===== config.mk =====
export PLATFORM = sky130hd
export DESIGN_NAME = av1_multisymbol_range_encoder_unit
export DESIGN_NICKNAME = d
export VERILOG_FILES = /design/src/av1re_pkg.sv /design/src/av1re_mul.sv /design/src/av1re_rbuf.sv /design/src/av1_multisymbol_range_encoder_unit.sv
export SDC_FILE = /design/constraint.sdc
export NUM_CORES = 2
export LEC_CHECK = 0
export BUFFER_PORTS_ARGS = -buffer_cell sky130_fd_sc_hd__buf_2
export CAP_MARGIN = 20
export CORE_MARGIN = 3
export CORE_UTILIZATION = 45
export CTS_CLUSTER_DIAMETER = 200
export DETAILED_ROUTE_END_ITERATION = 7
export RECOVER_POWER = 25
export SETUP_SLACK_MARGIN = 0.5
export SLEW_MARGIN = 20
export SYNTH_ARGS = -nofsm -noshare
export SYNTH_HDL_FRONTEND = slang
export SYNTH_SLANG_ARGS = --single-unit

===== constraint.sdc =====
create_clock -name clk -period 7.7 [get_ports clk]
set_input_delay 0.77 -clock clk [delete_from_list [all_inputs] [get_ports clk]]
set_output_delay 0.77 -clock clk [all_outputs]
set_load 0.005 [all_outputs]

===== src/av1re_pkg.sv =====
// av1re_pkg: shared types and constants of the multi-symbol range encoder
// used by av1re_rbuf and av1_multisymbol_range_encoder_unit; no dependencies
package av1re_pkg;

  localparam int RESULT_LIMIT = 20;
  localparam int RUN_DEPTH    = RESULT_LIMIT - 1;

  typedef enum logic [1:0] {
    KIND_SYM = 2'd0,
    KIND_LIT = 2'd1,
    KIND_FIN = 2'd2,
    KIND_RST = 2'd3
  } kind_t;

  typedef enum logic [1:0] {
    ST_OK       = 2'd0,
    ST_INVALID  = 2'd1,
    ST_OVERFLOW = 2'd2,
    ST_SMALL    = 2'd3
  } status_t;

  typedef enum logic [0:0] {
    REG_SIZING   = 1'd0,
    REG_CAPACITY = 1'd1
  } reg_idx_t;

  localparam logic [15:0] PROB_TOP   = 16'h8000;
  localparam logic [15:0] RANGE_INIT = 16'h8000;
  localparam logic [6:0]  CNT_INIT   = 7'h77;      // minus nine
  localparam logic [63:0] FIN_MASK   = 64'h3fff;
  localparam logic [7:0]  NORM_LIMIT = 8'd40;
  localparam logic [7:0]  BYTE_SLACK = 8'd24;
  localparam logic [7:0]  FIN_SLACK  = 8'd10;
  localparam logic [9:0]  HALF_PROB  = 10'd256;    // 16384 >> 6
  localparam logic [6:0]  MIN_PROB   = 7'd4;
  localparam logic [7:0]  BYTE_FF    = 8'hff;

  typedef struct packed {
    logic [7:0]  byte_v;
    logic [15:0] cnt;
  } run_t;

  typedef struct packed {
    logic        we;
    logic [7:0]  byte_v;
    logic [15:0] cnt;
  } run_wr_t;

endpackage


===== src/av1re_mul.sv =====
// av1re_mul: shared scaled multiply unit, q = ((a * b) >> 1) + k, registered
// no dependencies
module av1re_mul (
  input  logic        clk,
  input  logic [7:0]  a,
  input  logic [9:0]  b,
  input  logic [6:0]  k,
  output logic [16:0] q_r
);

  logic [17:0] prod;

  assign prod = {10'b0, a} * {8'b0, b};

  always_ff @(posedge clk) begin
    q_r <= prod[17:1] + {10'b0, k};
  end

endmodule


===== src/av1re_rbuf.sv =====
// av1re_rbuf: queue of byte runs collected for one request
// depends on av1re_pkg
module av1re_rbuf #(
  parameter int DEPTH = 19,
  localparam int IDX_W = $clog2(DEPTH)
) (
  input  logic                 clk,
  input  av1re_pkg::run_wr_t   wr,
  input  logic [IDX_W-1:0]     wr_idx,
  input  logic [IDX_W-1:0]     rd_idx,
  output av1re_pkg::run_t      rd_data
);
  import av1re_pkg::*;

  run_t mem_r [DEPTH];

  always_ff @(posedge clk) begin
    if (wr.we) begin
      mem_r[wr_idx] <= '{byte_v: wr.byte_v, cnt: wr.cnt};
    end
  end

  assign rd_data = mem_r[rd_idx];

endmodule


===== src/av1_multisymbol_range_encoder_unit.sv =====
// av1_multisymbol_range_encoder_unit: top level of the multi-symbol range encoder
// depends on av1re_pkg, av1re_mul, av1re_rbuf
//
// One request is taken at a time; in_ready is low until its last result has
// been taken. A symbol uses the shared multiply unit in S_SYM_U and S_SYM_L,
// then S_SYM_C and S_NORM; when bytes are ready, S_EXTR and S_ROOM follow and
// each released byte passes S_PUT. A literal runs S_BOOL, S_BOOL_C and S_NORM
// per bit, plus the same for bytes; a finish runs S_FIN, S_FIN_LOOP per byte,
// then S_FIN_END and S_FIN_END2. Byte runs are collected and delivered after
// the request, followed by a status result with last set.
module av1_multisymbol_range_encoder_unit #(
  parameter int MAX_FF_RUN  = 65535,
  parameter int MAX_SYMBOLS = 16
) (
  input  logic        clk,
  input  logic        rst_n,
  input  logic        cfg_we,
  input  logic [0:0]  cfg_index,
  input  logic [31:0] cfg_wdata,
  input  logic        in_valid,
  output logic        in_ready,
  input  logic [1:0]  in_kind,
  input  logic [3:0]  in_symbol_index,
  input  logic [4:0]  in_alphabet_size,
  input  logic [15:0] in_cdf_below,
  input  logic [15:0] in_cdf_at,
  input  logic [31:0] in_literal_value,
  input  logic [5:0]  in_literal_bits,
  output logic        out_valid,
  input  logic        out_ready,
  output logic [7:0]  out_byte_value,
  output logic [15:0] out_repeat_count,
  output logic [1:0]  out_status,
  output logic [31:0] out_byte_position,
  output logic        out_last
);
  import av1re_pkg::*;

  localparam int IDX_W = $clog2(RUN_DEPTH);
  localparam int CNT_W = $clog2(RUN_DEPTH + 1);

  typedef enum logic [17:0] {
    S_IDLE     = 18'h00001,
    S_SYM_U    = 18'h00002,
    S_SYM_L    = 18'h00004,
    S_SYM_C    = 18'h00008,
    S_BOOL     = 18'h00010,
    S_BOOL_C   = 18'h00020,
    S_NORM     = 18'h00040,
    S_EXTR     = 18'h00080,
    S_ROOM     = 18'h00100,
    S_CARRY    = 18'h00200,
    S_CARRY2   = 18'h00400,
    S_PUT      = 18'h00800,
    S_PUT2     = 18'h01000,
    S_FIN      = 18'h02000,
    S_FIN_LOOP = 18'h04000,
    S_FIN_END  = 18'h08000,
    S_FIN_END2 = 18'h10000,
    S_OUT      = 18'h20000
  } state_t;

  state_t st_r, st_nxt;

  logic        sizing_r;
  logic [31:0] cap_r;

  logic [63:0] low_r, low_nxt;
  logic [15:0] rng_r, rng_nxt;
  logic [6:0]  cnt_r, cnt_nxt;
  logic [31:0] pos_r, pos_nxt;
  status_t     err_r, err_nxt;
  logic        fin_r, fin_nxt;
  logic [7:0]  held_r, held_nxt;
  logic        hv_r, hv_nxt;
  logic [15:0] ff_r, ff_nxt;

  kind_t       kind_r, kind_nxt;
  logic [3:0]  idx_r, idx_nxt;
  logic [4:0]  alpha_r, alpha_nxt;
  logic [15:0] below_r, below_nxt;
  logic [15:0] at_r, at_nxt;
  logic [31:0] lit_r, lit_nxt;
  logic [5:0]  lb_r, lb_nxt;

  logic [63:0] wl_r, wl_nxt;
  logic [17:0] wr_r, wr_nxt;
  logic [16:0] su_r, su_nxt;
  logic [3:0]  shift_r, shift_nxt;
  logic [2:0]  ready_r, ready_nxt;
  logic [4:0]  count_r, count_nxt;
  logic [7:0]  npend_r, npend_nxt;
  logic [63:0] t_r, t_nxt;
  logic [2:0]  bi_r, bi_nxt;
  logic [7:0]  fbyte_r, fbyte_nxt;
  logic [7:0]  fcnt_r, fcnt_nxt;
  logic [7:0]  fpend_r, fpend_nxt;
  logic [CNT_W-1:0] n_r, n_nxt;
  logic [CNT_W-1:0] rd_r, rd_nxt;

  // shared multiply unit
  logic [9:0]  mul_b;
  logic [6:0]  mul_k;
  logic [16:0] mul_q;

  av1re_mul u_mul (
    .clk (clk),
    .a   (rng_r[15:8]),
    .b   (mul_b),
    .k   (mul_k),
    .q_r (mul_q)
  );

  run_wr_t run_wr;
  run_t    run_rd;

  av1re_rbuf #(.DEPTH(RUN_DEPTH)) u_rbuf (
    .clk     (clk),
    .wr      (run_wr),
    .wr_idx  (n_r[IDX_W-1:0]),
    .rd_idx  (rd_r[IDX_W-1:0]),
    .rd_data (run_rd)
  );

  // symbol operands
  logic [4:0]  alpha_m1;
  logic [3:0]  lmi;
  logic [15:0] upper, lower;

  assign alpha_m1 = alpha_r - 5'd1;
  assign lmi      = alpha_m1[3:0] - idx_r;
  assign upper    = PROB_TOP - at_r;
  assign lower    = PROB_TOP - below_r;

  always_comb begin
    unique case (st_r)
      S_SYM_U: begin
        mul_b = upper[15:6];
        mul_k = {1'b0, lmi, 2'b00};
      end
      S_SYM_L: begin
        mul_b = lower[15:6];
        mul_k = {({1'b0, lmi} + 5'd1), 2'b00};
      end
      default: begin
        mul_b = HALF_PROB;
        mul_k = MIN_PROB;
      end
    endcase
  end

  // leading zero count of the new range
  logic [3:0] fl_c, sh_c;
  always_comb begin
    fl_c = 4'd0;
    for (int i = 0; i < 16; i++) begin
      if (wr_r[i]) fl_c = 4'(i);
    end
    sh_c = 4'd15 - fl_c;
  end

  logic [7:0]  pend_c, count_c, pend_f, pend_f7;
  logic [2:0]  ready_c, bytes_f, sel_i, room_bytes;
  logic [5:0]  sh_f;
  logic [63:0] t_sh, f_sh, mask_c, mask_f, fin_end;
  logic [15:0] fval;
  logic [7:0]  put_v;
  logic [32:0] room_end;
  logic        room_ovf, room_small, can_carry, range_bad;
  logic [17:0] d_rs, d_ss, d_ru, d_rsp;

  assign pend_c   = {cnt_r[6], cnt_r} + {4'b0, sh_c};
  assign ready_c  = pend_c[5:3] + 3'd1;
  assign count_c  = {cnt_r[6], cnt_r} + BYTE_SLACK - {2'b0, ready_c, 3'b000};
  assign pend_f   = {cnt_r[6], cnt_r} + FIN_SLACK;
  assign pend_f7  = pend_f + 8'd7;
  assign bytes_f  = (!pend_f[7] && pend_f != 8'd0) ? pend_f7[5:3] : 3'd0;
  assign sh_f     = fcnt_r[5:0] + 6'd16;
  assign sel_i    = ready_r - 3'd1 - bi_r;
  assign t_sh     = t_r >> {sel_i, 3'b000};
  assign f_sh     = t_r >> sh_f;
  assign fval     = f_sh[15:0];
  assign mask_c   = (64'd1 << count_r) - 64'd1;
  assign mask_f   = (64'd1 << sh_f) - 64'd1;
  assign fin_end  = ((low_r + FIN_MASK) & ~FIN_MASK) | (FIN_MASK + 64'd1);
  assign put_v    = (kind_r == KIND_FIN) ? fbyte_r : t_sh[7:0];
  assign room_bytes = (st_r == S_FIN) ? bytes_f : ready_r;
  assign room_end   = {1'b0, pos_r} + {30'b0, room_bytes};
  assign room_ovf   = room_end[32];
  assign room_small = !sizing_r && (room_end[31:0] > cap_r);
  assign can_carry  = sizing_r || (hv_r && held_r != BYTE_FF);
  assign range_bad  = wr_r[17] || wr_r[16] || (wr_r[15:0] == 16'd0);
  assign d_rs  = {2'b0, rng_r} - {1'b0, mul_q};
  assign d_ss  = {1'b0, mul_q} - {1'b0, su_r};
  assign d_ru  = {2'b0, rng_r} - {1'b0, su_r};
  assign d_rsp = {2'b0, rng_r} - {1'b0, mul_q};

  // request checks
  logic sym_bad, lit_bad;
  logic [31:0] lit_hi;
  assign lit_hi  = in_literal_value >> in_literal_bits;
  assign sym_bad = fin_r || in_alphabet_size < 5'd2 ||
                   in_alphabet_size > 5'(MAX_SYMBOLS) ||
                   {1'b0, in_symbol_index} >= in_alphabet_size ||
                   in_cdf_at > PROB_TOP ||
                   (in_symbol_index != 4'd0 &&
                    (in_cdf_below > PROB_TOP || in_cdf_below > in_cdf_at)) ||
                   ({1'b0, in_symbol_index} + 5'd1 == in_alphabet_size &&
                    in_cdf_at != PROB_TOP);
  assign lit_bad = fin_r || in_literal_bits > 6'd32 ||
                   (in_literal_bits != 6'd0 && in_literal_bits < 6'd32 &&
                    lit_hi != 32'd0);

  logic    fail_req;
  status_t fail_code;
  logic    em_we;
  logic [7:0]  em_byte;
  logic [15:0] em_cnt;
  logic    cm_fire, cm_norm, adv;
  logic [3:0] cm_sh;

  always_comb begin
    st_nxt    = st_r;
    low_nxt   = low_r;
    rng_nxt   = rng_r;
    cnt_nxt   = cnt_r;
    pos_nxt   = pos_r;
    err_nxt   = err_r;
    fin_nxt   = fin_r;
    held_nxt  = held_r;
    hv_nxt    = hv_r;
    ff_nxt    = ff_r;
    kind_nxt  = kind_r;
    idx_nxt   = idx_r;
    alpha_nxt = alpha_r;
    below_nxt = below_r;
    at_nxt    = at_r;
    lit_nxt   = lit_r;
    lb_nxt    = lb_r;
    wl_nxt    = wl_r;
    wr_nxt    = wr_r;
    su_nxt    = su_r;
    shift_nxt = shift_r;
    ready_nxt = ready_r;
    count_nxt = count_r;
    npend_nxt = npend_r;
    t_nxt     = t_r;
    bi_nxt    = bi_r;
    fbyte_nxt = fbyte_r;
    fcnt_nxt  = fcnt_r;
    fpend_nxt = fpend_r;
    n_nxt     = n_r;
    rd_nxt    = rd_r;
    fail_req  = 1'b0;
    fail_code = ST_OVERFLOW;
    em_we     = 1'b0;
    em_byte   = 8'd0;
    em_cnt    = 16'd0;
    cm_fire   = 1'b0;
    cm_norm   = 1'b0;
    adv       = 1'b0;
    run_wr    = '{we: 1'b0, byte_v: 8'd0, cnt: 16'd0};

    unique case (st_r)
      S_IDLE: begin
        if (in_valid) begin
          kind_nxt  = kind_t'(in_kind);
          idx_nxt   = in_symbol_index;
          alpha_nxt = in_alphabet_size;
          below_nxt = in_cdf_below;
          at_nxt    = in_cdf_at;
          lit_nxt   = in_literal_value << (6'd32 - in_literal_bits);
          lb_nxt    = in_literal_bits;
          n_nxt     = '0;
          rd_nxt    = '0;
          st_nxt    = S_OUT;
          if (kind_t'(in_kind) == KIND_RST) begin
            low_nxt  = 64'd0;
            rng_nxt  = RANGE_INIT;
            cnt_nxt  = CNT_INIT;
            pos_nxt  = 32'd0;
            err_nxt  = ST_OK;
            fin_nxt  = 1'b0;
            held_nxt = 8'd0;
            hv_nxt   = 1'b0;
            ff_nxt   = 16'd0;
          end else if (err_r == ST_OK) begin
            unique case (kind_t'(in_kind))
              KIND_SYM: begin
                if (sym_bad) begin
                  fail_req  = 1'b1;
                  fail_code = ST_INVALID;
                end else begin
                  st_nxt = S_SYM_U;
                end
              end
              KIND_LIT: begin
                if (lit_bad) begin
                  fail_req  = 1'b1;
                  fail_code = ST_INVALID;
                end else if (in_literal_bits != 6'd0) begin
                  st_nxt = S_BOOL;
                end
              end
              KIND_FIN: begin
                if (fin_r) begin
                  fail_req  = 1'b1;
                  fail_code = ST_INVALID;
                end else begin
                  st_nxt = S_FIN;
                end
              end
              default: st_nxt = S_OUT;
            endcase
          end
        end
      end
      S_SYM_U: st_nxt = S_SYM_L;
      S_SYM_L: begin
        su_nxt = mul_q;
        st_nxt = S_SYM_C;
      end
      S_SYM_C: begin
        if (idx_r != 4'd0 && below_r != 16'd0) begin
          wl_nxt = low_r + {32'b0, {14{d_rs[17]}}, d_rs};
          wr_nxt = d_ss;
        end else begin
          wl_nxt = low_r;
          wr_nxt = d_ru;
        end
        st_nxt = S_NORM;
      end
      S_BOOL: st_nxt = S_BOOL_C;
      S_BOOL_C: begin
        if (lit_r[31]) begin
          wl_nxt = low_r + {32'b0, {14{d_rsp[17]}}, d_rsp};
          wr_nxt = {1'b0, mul_q};
        end else begin
          wl_nxt = low_r;
          wr_nxt = d_rsp;
        end
        st_nxt = S_NORM;
      end
      S_NORM: begin
        if (range_bad) begin
          fail_req = 1'b1;
          st_nxt   = S_OUT;
        end else if ($signed(pend_c) < $signed(NORM_LIMIT)) begin
          cm_fire = 1'b1;
          cm_norm = 1'b1;
        end else begin
          shift_nxt = sh_c;
          ready_nxt = ready_c;
          count_nxt = count_c[4:0];
          npend_nxt = pend_c - {2'b0, ready_c, 3'b000};
          st_nxt    = S_EXTR;
        end
      end
      S_EXTR: begin
        t_nxt  = wl_r >> count_r;
        wl_nxt = wl_r & mask_c;
        st_nxt = S_ROOM;
      end
      S_ROOM: begin
        if (room_ovf) begin
          fail_req = 1'b1;
          st_nxt   = S_OUT;
        end else if (room_small) begin
          fail_req  = 1'b1;
          fail_code = ST_SMALL;
          st_nxt    = S_OUT;
        end else if (t_r[{ready_r, 3'b000}] && !can_carry) begin
          fail_req = 1'b1;
          st_nxt   = S_OUT;
        end else if (sizing_r) begin
          cm_fire = 1'b1;
        end else begin
          bi_nxt = 3'd0;
          st_nxt = t_r[{ready_r, 3'b000}] ? S_CARRY : S_PUT;
        end
      end
      S_CARRY: begin
        if (ff_r != 16'd0) begin
          em_we   = 1'b1;
          em_byte = held_r + 8'd1;
          em_cnt  = 16'd1;
          st_nxt  = S_CARRY2;
        end else begin
          held_nxt = held_r + 8'd1;
          st_nxt   = S_PUT;
        end
      end
      S_CARRY2: begin
        if (ff_r > 16'd1) begin
          em_we   = 1'b1;
          em_byte = 8'd0;
          em_cnt  = ff_r - 16'd1;
        end
        held_nxt = 8'd0;
        ff_nxt   = 16'd0;
        st_nxt   = S_PUT;
      end
      S_PUT: begin
        if (put_v == BYTE_FF) begin
          if (ff_r >= 16'(MAX_FF_RUN)) begin
            fail_req = 1'b1;
            st_nxt   = S_OUT;
          end else begin
            ff_nxt = ff_r + 16'd1;
            adv    = 1'b1;
          end
        end else begin
          if (hv_r) begin
            em_we   = 1'b1;
            em_byte = held_r;
            em_cnt  = 16'd1;
          end
          st_nxt = S_PUT2;
        end
      end
      S_PUT2: begin
        if (ff_r != 16'd0) begin
          em_we   = 1'b1;
          em_byte = BYTE_FF;
          em_cnt  = ff_r;
        end
        held_nxt = put_v;
        hv_nxt   = 1'b1;
        ff_nxt   = 16'd0;
        adv      = 1'b1;
      end
      S_FIN: begin
        if (room_ovf) begin
          fail_req = 1'b1;
          st_nxt   = S_OUT;
        end else if (room_small) begin
          fail_req  = 1'b1;
          fail_code = ST_SMALL;
          st_nxt    = S_OUT;
        end else begin
          t_nxt     = fin_end;
          fcnt_nxt  = {cnt_r[6], cnt_r};
          fpend_nxt = pend_f;
          st_nxt    = S_FIN_LOOP;
        end
      end
      S_FIN_LOOP: begin
        if (fpend_r[7] || fpend_r == 8'd0) begin
          st_nxt = S_FIN_END;
        end else if (fval[8] && !can_carry) begin
          fail_req = 1'b1;
          st_nxt   = S_OUT;
        end else if (sizing_r) begin
          adv = 1'b1;
        end else begin
          fbyte_nxt = fval[7:0];
          st_nxt    = fval[8] ? S_CARRY : S_PUT;
        end
      end
      S_FIN_END: begin
        fin_nxt = 1'b1;
        if (!sizing_r && hv_r) begin
          em_we   = 1'b1;
          em_byte = held_r;
          em_cnt  = 16'd1;
        end
        st_nxt = S_FIN_END2;
      end
      S_FIN_END2: begin
        if (!sizing_r && ff_r != 16'd0) begin
          em_we   = 1'b1;
          em_byte = BYTE_FF;
          em_cnt  = ff_r;
        end
        hv_nxt   = 1'b0;
        held_nxt = 8'd0;
        ff_nxt   = 16'd0;
        st_nxt   = S_OUT;
      end
      S_OUT: begin
        if (out_ready) begin
          if (rd_r == n_r) begin
            st_nxt = S_IDLE;
          end else begin
            rd_nxt = rd_r + CNT_W'(1);
          end
        end
      end
      default: st_nxt = S_IDLE;
    endcase

    // byte advance
    if (adv) begin
      if (kind_r == KIND_FIN) begin
        pos_nxt   = pos_r + 32'd1;
        t_nxt     = t_r & mask_f;
        fpend_nxt = fpend_r - 8'd8;
        fcnt_nxt  = fcnt_r - 8'd8;
        st_nxt    = S_FIN_LOOP;
      end else if (bi_r == ready_r - 3'd1) begin
        cm_fire = 1'b1;
      end else begin
        bi_nxt = bi_r + 3'd1;
        st_nxt = S_PUT;
      end
    end

    // normalize commit and continue
    cm_sh = cm_norm ? sh_c : shift_r;
    if (cm_fire) begin
      low_nxt = wl_r << cm_sh;
      rng_nxt = wr_r[15:0] << cm_sh;
      if (cm_norm) begin
        cnt_nxt = pend_c[6:0];
      end else begin
        cnt_nxt = npend_r[6:0];
        pos_nxt = pos_r + {29'b0, ready_r};
      end
      if (kind_r == KIND_LIT && lb_r != 6'd1) begin
        lb_nxt  = lb_r - 6'd1;
        lit_nxt = lit_r << 1;
        st_nxt  = S_BOOL;
      end else begin
        st_nxt = S_OUT;
      end
    end

    // run queue write
    if (em_we) begin
      if (n_r >= CNT_W'(RUN_DEPTH)) begin
        fail_req  = 1'b1;
        fail_code = ST_OVERFLOW;
      end else begin
        run_wr = '{we: 1'b1, byte_v: em_byte, cnt: em_cnt};
        n_nxt  = n_r + CNT_W'(1);
      end
    end

    if (fail_req && err_r == ST_OK) begin
      err_nxt = fail_code;
    end
  end

  always_ff @(posedge clk) begin
    if (!rst_n) begin
      st_r     <= S_IDLE;
      sizing_r <= 1'b0;
      cap_r    <= 32'd0;
      low_r    <= 64'd0;
      rng_r    <= RANGE_INIT;
      cnt_r    <= CNT_INIT;
      pos_r    <= 32'd0;
      err_r    <= ST_OK;
      fin_r    <= 1'b0;
      held_r   <= 8'd0;
      hv_r     <= 1'b0;
      ff_r     <= 16'd0;
      n_r      <= '0;
      rd_r     <= '0;
    end else begin
      st_r   <= st_nxt;
      low_r  <= low_nxt;
      rng_r  <= rng_nxt;
      cnt_r  <= cnt_nxt;
      pos_r  <= pos_nxt;
      err_r  <= err_nxt;
      fin_r  <= fin_nxt;
      held_r <= held_nxt;
      hv_r   <= hv_nxt;
      ff_r   <= ff_nxt;
      n_r    <= n_nxt;
      rd_r   <= rd_nxt;
      if (cfg_we) begin
        unique case (reg_idx_t'(cfg_index))
          REG_SIZING:   sizing_r <= cfg_wdata[0];
          REG_CAPACITY: cap_r    <= cfg_wdata;
          default:      sizing_r <= sizing_r;
        endcase
      end
    end
  end

  always_ff @(posedge clk) begin
    kind_r  <= kind_nxt;
    idx_r   <= idx_nxt;
    alpha_r <= alpha_nxt;
    below_r <= below_nxt;
    at_r    <= at_nxt;
    lit_r   <= lit_nxt;
    lb_r    <= lb_nxt;
    wl_r    <= wl_nxt;
    wr_r    <= wr_nxt;
    su_r    <= su_nxt;
    shift_r <= shift_nxt;
    ready_r <= ready_nxt;
    count_r <= count_nxt;
    npend_r <= npend_nxt;
    t_r     <= t_nxt;
    bi_r    <= bi_nxt;
    fbyte_r <= fbyte_nxt;
    fcnt_r  <= fcnt_nxt;
    fpend_r <= fpend_nxt;
  end

  logic is_stat;
  assign is_stat           = (rd_r == n_r);
  assign in_ready          = (st_r == S_IDLE);
  assign out_valid         = (st_r == S_OUT);
  assign out_byte_value    = is_stat ? 8'd0 : run_rd.byte_v;
  assign out_repeat_count  = is_stat ? 16'd0 : run_rd.cnt;
  assign out_status        = is_stat ? err_r : ST_OK;
  assign out_byte_position = pos_r;
  assign out_last          = is_stat;

endmodule


; After elaboration in Yosys (flattened, before gate mapping)
; Memories as Yosys holds them, arrays and structs flattened. A register that Yosys moved wholly into a read port is not among the register bits.
; Cells that the tools add are included.
[word_totals]
word_cells = 429
output_inout_bits = 61
mem_bits_rw = 456
input_bits = 119
memories = 1
latchBits = 0
register_bits = 514
rom_bits = 0
[mem_list]
columns = name, depth, width, read_ports, rd_ports_with_merged_regs, wr, line
row1 = u_rbuf.mem_r, 19, 24, 1, 1, 1, av1re_rbuf.sv:15  ; run_t mem_r [DEPTH];
[op_classes]
n_bitwise = 8
div = 0
n_eq_ne = 37
mul = 1
n_mux = 216
reduce_logical = 71
n_shift = 9
n_lt_le_gt_ge = 14
addsub = 38
[op_table]
columns = cell, n
row1 = two-way mux 64 bit, 10
row2 = two-way mux 18 bit, 29
row3 = two-way mux 32 bit, 11
row4 = case mux 18 bit (17 select lines), 1
row5 = two-way mux 16 bit, 12
row6 = case mux 64 bit (3 select lines), 1
row7 = two-way mux 8 bit, 21
row8 = AND 64 bit, 2
row9 = case mux 64 bit (2 select lines), 1
row10 = subtractor 64 x 1 -> 64 bit (second input constant), 2
row11 = case mux 16 bit (6 select lines), 1
row12 = adder 64 x 14 -> 64 bit (second input constant), 1
row13 = adder 64 x 32 -> 64 bit, 1
row14 = << shifter 1 x 5 -> 64 bit (first input constant), 1
row15 = << shifter 1 x 6 -> 64 bit (first input constant), 1
row16 = << shifter 64 x 4 -> 64 bit, 1
row17 = right shift 64 x 5 -> 64 bit, 1
row18 = right shift 64 x 6 -> 8 bit, 1
row19 = right shift 64 x 6 -> 9 bit, 1
row20 = two-way mux 4 bit, 15
row21 = case mux 18 bit (3 select lines), 1
row22 = two-way mux 1 bit, 50
row23 = two-way mux 25 bit, 2
row24 = case mux 16 bit (3 select lines), 1
row25 = 112 further kinds, 226

; Longest topological paths before layout
[depth]
ltp_word = 26
mapped_depth = 32

; Hierarchy
; Synthesis repeated with hierarchy kept, for this count alone.
[unflattened]
cells_unflattened = 6639
hier_area_um2 = 64886.0
[by_module_without_submodules]
columns = mod, cells_per_inst, n_inst, area_per_inst_um2, seq_area_each_um2
row1 = av1_multisymbol_range_encoder_unit, 5461, 1, 43903.4, 11621.1
row2 = av1re_rbuf, 794, 1, 17486.8, 13693.1
row3 = av1re_mul, 384, 1, 3495.9, 340.3

; Worst setup path before layout
; No wires, ideal clock.
[synth_timing]
path_type = register -> register
start = register st_r[11]
end = register u_mul.q_r[16]
required_ns = 7.628
path_buffers = 3
path_slack_ns = 0.624
t_arrival_ns = 7.004
period_less_slack_ns = 7.076
path_stages_with_launch = 30
path_cell_list = dfxtp_1 > buf_6 > or4_4 > buf_6 > or4_1 > nor2_2 > nand3_4 > clkinv_4 > buf_4 > mux2i_1 > nand2_1 > xnor2_1 > o22ai_2 > nand2_1 > fa_1 > inv_1 > fa_1 > inv_1 > fa_1 > inv_1 > fa_1 > ha_1 > o21a_1 > a21o_1 > a41oi_1 > nor2b_1 > xnor2_1 > nand3_1 > nor4_1 > xnor2_1
[synth_via]
elab_chain_cells = 4
word_cells_on_any_way = 6
[synth_lines]
columns = item, line
row1 = from (decl), av1_multisymbol_range_encoder_unit.sv:63  ; state_t st_r, st_nxt;
row2 = from (signal assigned), av1_multisymbol_range_encoder_unit.sv:561  ; st_r <= st_nxt;
row3 = equality test 18 x 3 -> 1 bit / equality test 18 x 2 -> 1 bit (equally long branches), av1_multisymbol_range_encoder_unit.sv:136  ; unique case (st_r)
row4 = case mux 10 bit (2 select lines), av1_multisymbol_range_encoder_unit.sv:136
row5 = multiplier 8 x 10 -> 18 bit, av1re_mul.sv:13  ; assign prod = {10'b0, a} * {8'b0, b};
row6 = adder 17 x 7 -> 17 bit (*), av1re_mul.sv:16  ; q_r <= prod[17:1] + {10'b0, k};
row7 = to (signal assigned), av1re_mul.sv:16
row8 = to (decl), av1re_mul.sv:8  ; output logic [16:0] q_r
; Every way passes the cells marked *; elsewhere a longest branch is shown, timed or not.
; A chain may end at the register's enable or synchronous reset.

; Worst setup path in the final report
[layout_timing]
start = register wr_r[9]
end = register low_r[44]
[layout_via]
elab_chain_cells = 18
word_cells_on_any_way = 26
[layout_lines]
columns = item, line
row1 = from (decl), av1_multisymbol_range_encoder_unit.sv:87  ; logic [17:0] wr_r, wr_nxt;
row2 = from (signal assigned), av1_multisymbol_range_encoder_unit.sv:592  ; wr_r <= wr_nxt;
row3 = two-way mux 4 bit (*) (7 in series), av1_multisymbol_range_encoder_unit.sv:157  ; if (wr_r[i]) fl_c = 4'(i);
row4 = subtractor 4 bit (*), av1_multisymbol_range_encoder_unit.sv:159  ; sh_c = 4'd15 - fl_c;
row5 = net sh_c[0], av1_multisymbol_range_encoder_unit.sv:153  ; logic [3:0] fl_c, sh_c;
row6 = adder 7 x 5 -> 8 bit, av1_multisymbol_range_encoder_unit.sv:172  ; assign pend_c = {cnt_r[6], cnt_r} + {4'b0, sh_c};
row7 = < comparator 8 x 7 -> 1 bit, av1_multisymbol_range_encoder_unit.sv:348  ; end else if ($signed(pend_c) < $signed(NORM_LIMIT)) begin
row8 = two-way mux 1 bit, av1_multisymbol_range_encoder_unit.sv:348
row9 = two-way mux 1 bit, av1_multisymbol_range_encoder_unit.sv:345  ; if (range_bad) begin
row10 = case mux 1 bit (2 select lines), av1_multisymbol_range_encoder_unit.sv:264  ; unique case (st_r)
row11 = two-way mux 1 bit, av1_multisymbol_range_encoder_unit.sv:500  ; end else if (bi_r == ready_r - 3'd1) begin
row12 = two-way mux 1 bit, av1_multisymbol_range_encoder_unit.sv:494  ; if (kind_r == KIND_FIN) begin
row13 = two-way mux 1 bit, av1_multisymbol_range_encoder_unit.sv:493  ; if (adv) begin
row14 = nonzero test 2 bit (no source line), --
row15 = AND reduction 3 bit (no source line), --
row16 = to (signal assigned), av1_multisymbol_range_encoder_unit.sv:562  ; low_r <= low_nxt;
row17 = to (decl), av1_multisymbol_range_encoder_unit.sv:68  ; logic [63:0] low_r, low_nxt;
; Mark *: on every way through the listed nets, which the timed path passes. The rest lies on a longest branch.

==> flow_summary_export.csv <==
group,metric,value,unit
global_route,track_usage,0.3015,
setup_path,worst-r2r-setup-slack,350,ps
floorplanning,die_h,383.1,microns
timing,fmax,0.1361,GHz
logic_synthesis,avgSynthCellArea,9.552,sq um
power,ir_worst_vdd,175.2,uV
floorplanning,initial_utilization,0.4559,
power,power.share.switching,0.2862,
detailed_routing,totalWireLength,227700,microns
global_route,gr-total-overflow,0,
floorplanning,die_w,383.1,microns
global_route,grt_pass1_vias,52019,
setup_path,r2r_start,"wr_r[9]$_DFFE_PP_",
placement,gp_congestion,0.9941,
hold_path,timing.hold.worst_endpoint,"cap_r[25]$_SDFFE_PN0P_",
logic_synthesis,syn-cell-area,64010,sq um
timing,finalClockSkew,64.21,ps
power,p_sw,3.658,mW
power,pwr-share-comb,0.150,
global_route,grt_max_degree,102,
floorplanning,core_area,140400,sq um
cells_and_area,drive_gt1_frac,0.1263,
cts,root_buffer,"clkbuf_16",
cells_and_area,fillers,13012,
setup_path,worst_path_max_delay_cell,"o31ai_1",
setup_path,arrival,8010,ps
hold_path,hold_depth,3,
outcome,status,"finished with violations",
cts,h-tree-depth,3,
hold_path,hold_class,"primary input to flip-flop",
cells_and_area,finalNonFillerCells,8687,
detailed_routing,viasPerCell,6.370,
logic_synthesis,ys_seq_area_frac,0.4024,
cts,clock_sinks,972,
timing,hold_viol_final,0,
timing,worstMarginPinSlew,3236,ps
detailed_routing,firstDrtPassIters,6,
power,p_int,9.121,mW
cells_and_area,nets,7107,
power,p_per_area,180.8,nW/um^2
detailed_routing,vias,55338,
placement,dpl.hpwl,164200,microns
placement,dp.cells,8470,
placement,numPortBuffers,179,
cts,cts.clk_slew.worst_paths,60,ps
setup_path,crit_type,"flip-flop to flip-flop",
timing,fin_crit_sh,0.9542,
logic_synthesis,mappedNetlistNets,7085,
setup_path,start_kind,"flip-flop",
setup_path,reg2reg_depth,18,
setup_path,cp.required,8360,ps
floorplanning,pin_count,180,
cts,cts_max_path_buffers,3,
timing,rsz0062_at_grt,"yes",
floorplanning,die-area,146800,sq um
setup_path,crit_chain,"nand2b_1 > a21oi_1 > a211oi_1 > o31ai_1 > ha_1 > inv_1 > fa_1 > nand2b_1 > a211oi_1 > xor2_1 > a21o_4 > nor2_1 > nand2_1 > a21boi_1 > buf_4 > nor2_4 > o21ai_0 > nand3_1",
hold_path,hp-start,"cfg_wdata[25]",
cells_and_area,regArea,25770,sq um
detailed_routing,wire_per_inst,26.21,microns
logic_synthesis,synth_cells,6701,
setup_path,crit_family,"compound AO/OA/AOI/OAI gates",
detailed_routing,drtAntennaViolNets,0,
setup_path,crit_path_max_incr_delay,1380,ps
logic_synthesis,synth.distinct_cells,116,
power,clockPowerShare,0.395,
cts,clock_latency,770,ps
global_route,grt_pass1_wl,338300,microns
timing,maxSlewHeadroom,-1.157,
logic_synthesis,ys_async_sr_fraction,0,
timing,period_needed,7347,ps
cts,holdBufCountCts,0,
cells_and_area,multi_input_area,35880,sq um
detailed_routing,drc_errors,0,
power,p_leak,25.57,nW
setup_path,end_kind,"flip-flop",
detailed_routing,drt_iter0_markers,6798,
setup_path,crit_buf_inv,2,
outcome,violations,"capacitance limit, slew limit",
global_route,antenna_found_initial,10,
floorplanning,num_rows,137,
logic_synthesis,synth-edff-count,629,
timing,setup_tns,0,ps
logic_synthesis,synth_ff_type,"edfxtp_1",
cts,cts_buffers,109,
setup_path,path_depth,18,
timing,report.final.setup_viol,0,
cts,cts_tree,"yes",
cells_and_area,area_growth,10.42,%
logic_synthesis,yosysWarnings,0,
power,seqPwrFrac,0.455,
run,cap_violations,12,
setup_path,r2r-end,"low_r[44]$_SDFFE_PN0P_",
timing,slew_violations,432,
setup_path,crit_fanout,32,
logic_synthesis,ys_seq_elements,972,
how the worst max path moves through the flow:
stage / from / slack (ps) / end
CTS: st_r[9]$_SDFF_PP0_ / 400 / u_mul.q_r[16]$_DFF_P_
global route: st_r[9]$_SDFF_PP0_ / 160 / u_mul.q_r[15]$_DFF_P_
detailed placement: st_r[9]$_SDFF_PP0_ / 40 / u_mul.q_r[16]$_DFF_P_
floorplan: st_r[11]$_SDFF_PP0_ / 620 / u_mul.q_r[16]$_DFF_P_
global placement: st_r[9]$_SDFF_PP0_ / 250 / u_mul.q_r[16]$_DFF_P_
finish: wr_r[9]$_DFFE_PP_ / 350 / low_r[44]$_SDFFE_PN0P_
routing by layer:
layer  part of all wire  up-vias  track usage
met5            0.00011        -            0
met3               0.10      443      0.07276
met1               0.42    27055       0.4214
met4              0.037        4       0.1070
li1                   -    25057            -
met2               0.44     2779       0.4557
cell type report:
cell class                 instances  share of cell area
multi-input combinational       5000              0.5077
antenna                            2          0.00007082
clock buffer                     139             0.04047
timing repair buffer             366             0.03141
inverter                         274             0.01468
tap                             1876             0.03321
clock inverter                    58            0.007861
sequential                       972              0.3646
Yosys cell counts (all sizes together), types with 32 or more instances:
master / number / share of area
clkbuf: 309 / 0.018
fa: 57 / 0.018
ha: 208 / 0.041
nand2b: 43 / 0.0042
nand4: 68 / 0.0067
o21a: 37 / 0.0043
or3: 39 / 0.0038
mux4: 210 / 0.074
a211oi: 152 / 0.018
a21oi: 441 / 0.035
a221oi: 37 / 0.0051
nor2b: 51 / 0.0050
a31oi: 64 / 0.0064
dfxtp: 343 / 0.11
xor2: 105 / 0.015
nor4: 50 / 0.0056
edfxtp: 629 / 0.30
o21ai: 413 / 0.033
nand2: 809 / 0.048
nand3: 198 / 0.016
mux2i: 239 / 0.037
o211ai: 98 / 0.011
a21o: 53 / 0.0063
and2: 76 / 0.0074
buf: 146 / 0.011
xnor2: 147 / 0.020
a22oi: 37 / 0.0044
o22ai: 53 / 0.0055
mux2: 56 / 0.0099
nor2: 572 / 0.034
nor3: 193 / 0.015
inv: 272 / 0.016
and3: 88 / 0.0086
a32oi: 32 / 0.0044
worst reg2reg max path, stage by stage (launching register included):
cell and delay, ps:
edfxtp_1 520, nand2b_1 200, a21oi_1 140, a211oi_1 70
o31ai_1 1380, ha_1 450, inv_1 80, fa_1 430
nand2b_1 180, a211oi_1 260, xor2_1 360, a21o_4 370
nor2_1 820, nand2_1 190, a21boi_1 180, buf_4 200
nor2_4 710, o21ai_0 540, nand3_1 200
stage by stage:
stage / setup slack [ps] / total power [mW] / hold slack, ps / utilization / area (sq um)
after detailed placement: 42.99 / 7.772 / 450.8 / 0.4772 / 66990
after global routing: 162.6 / 13.23 / 220.0 / 0.5034 / 70670
after CTS: 404.0 / 12.82 / 170.2 / 0.5024 / 70530
after floorplan: 624.3 / 7.178 / 424.6 / - / 64010
after global placement: 245.8 / 7.760 / 444.7 / 0.4770 / 66970
final: 352.6 / 12.78 / 252.3 / 0.5034 / 70670
power groups by stage:
stage               logic, mW  registers (mW)  clock network, mW
global placement         1.85            5.91                  0
CTS                      1.87            5.80               5.15
global route             2.07            5.82               5.34
finish                   1.92            5.81               5.05
floorplan                1.34            5.84                  0
detailed placement       1.86            5.91                  0
logic make-up after synthesis:
family / after synthesis / share of synthesized area
buf+inv: 729 / 0.04518
flops: 972 / 0.4024
mux: 505 / 0.1212
xor+xnor: 253 / 0.03515
compound gates: 1670 / 0.1685
simple gates: 2307 / 0.1691
fa+ha+maj: 265 / 0.05849
state kept, by name, summed over array words and instances (netlist names), 16 cells and up, named ones only:
| signal | count |
|---|---|
| at_r | 16 |
| wr_r | 18 |
| lit_r | 32 |
| u_rbuf.mem_r | 456 |
| below_r | 16 |
| ff_r | 16 |
| low_r | 64 |
| st_r | 18 |
| t_r | 64 |
| wl_r | 64 |
| cap_r | 32 |
| su_r | 17 |
| out_byte_position | 32 |
| rng_r | 16 |
| u_mul.q_r | 17 |
placed cells by master (no fill, tap or decap), drive strengths merged, types with 152 or more instances in the layout:
cell | Yosys | final
a211oi | 152 | 152
inv | 272 | 279
nor2 | 572 | 572
mux4 | 210 | 210
a21oi | 441 | 441
ha | 208 | 208
buf | 146 | 278
nand2 | 809 | 809
nor3 | 193 | 193
o21ai | 413 | 413
clkbuf | 309 | 227
nand3 | 198 | 198
mux2i | 239 | 239
dfxtp | 343 | 343
edfxtp | 629 | 629
repair_timing:
action	CTS	global route
buffers inserted	8	9
hold endpoints to repair	0	0
pin swaps	4	16
gates cloned	0	0
resized for setup	10	40
setup endpoints to repair	8	60
Power figures use the tool's default switching activity.
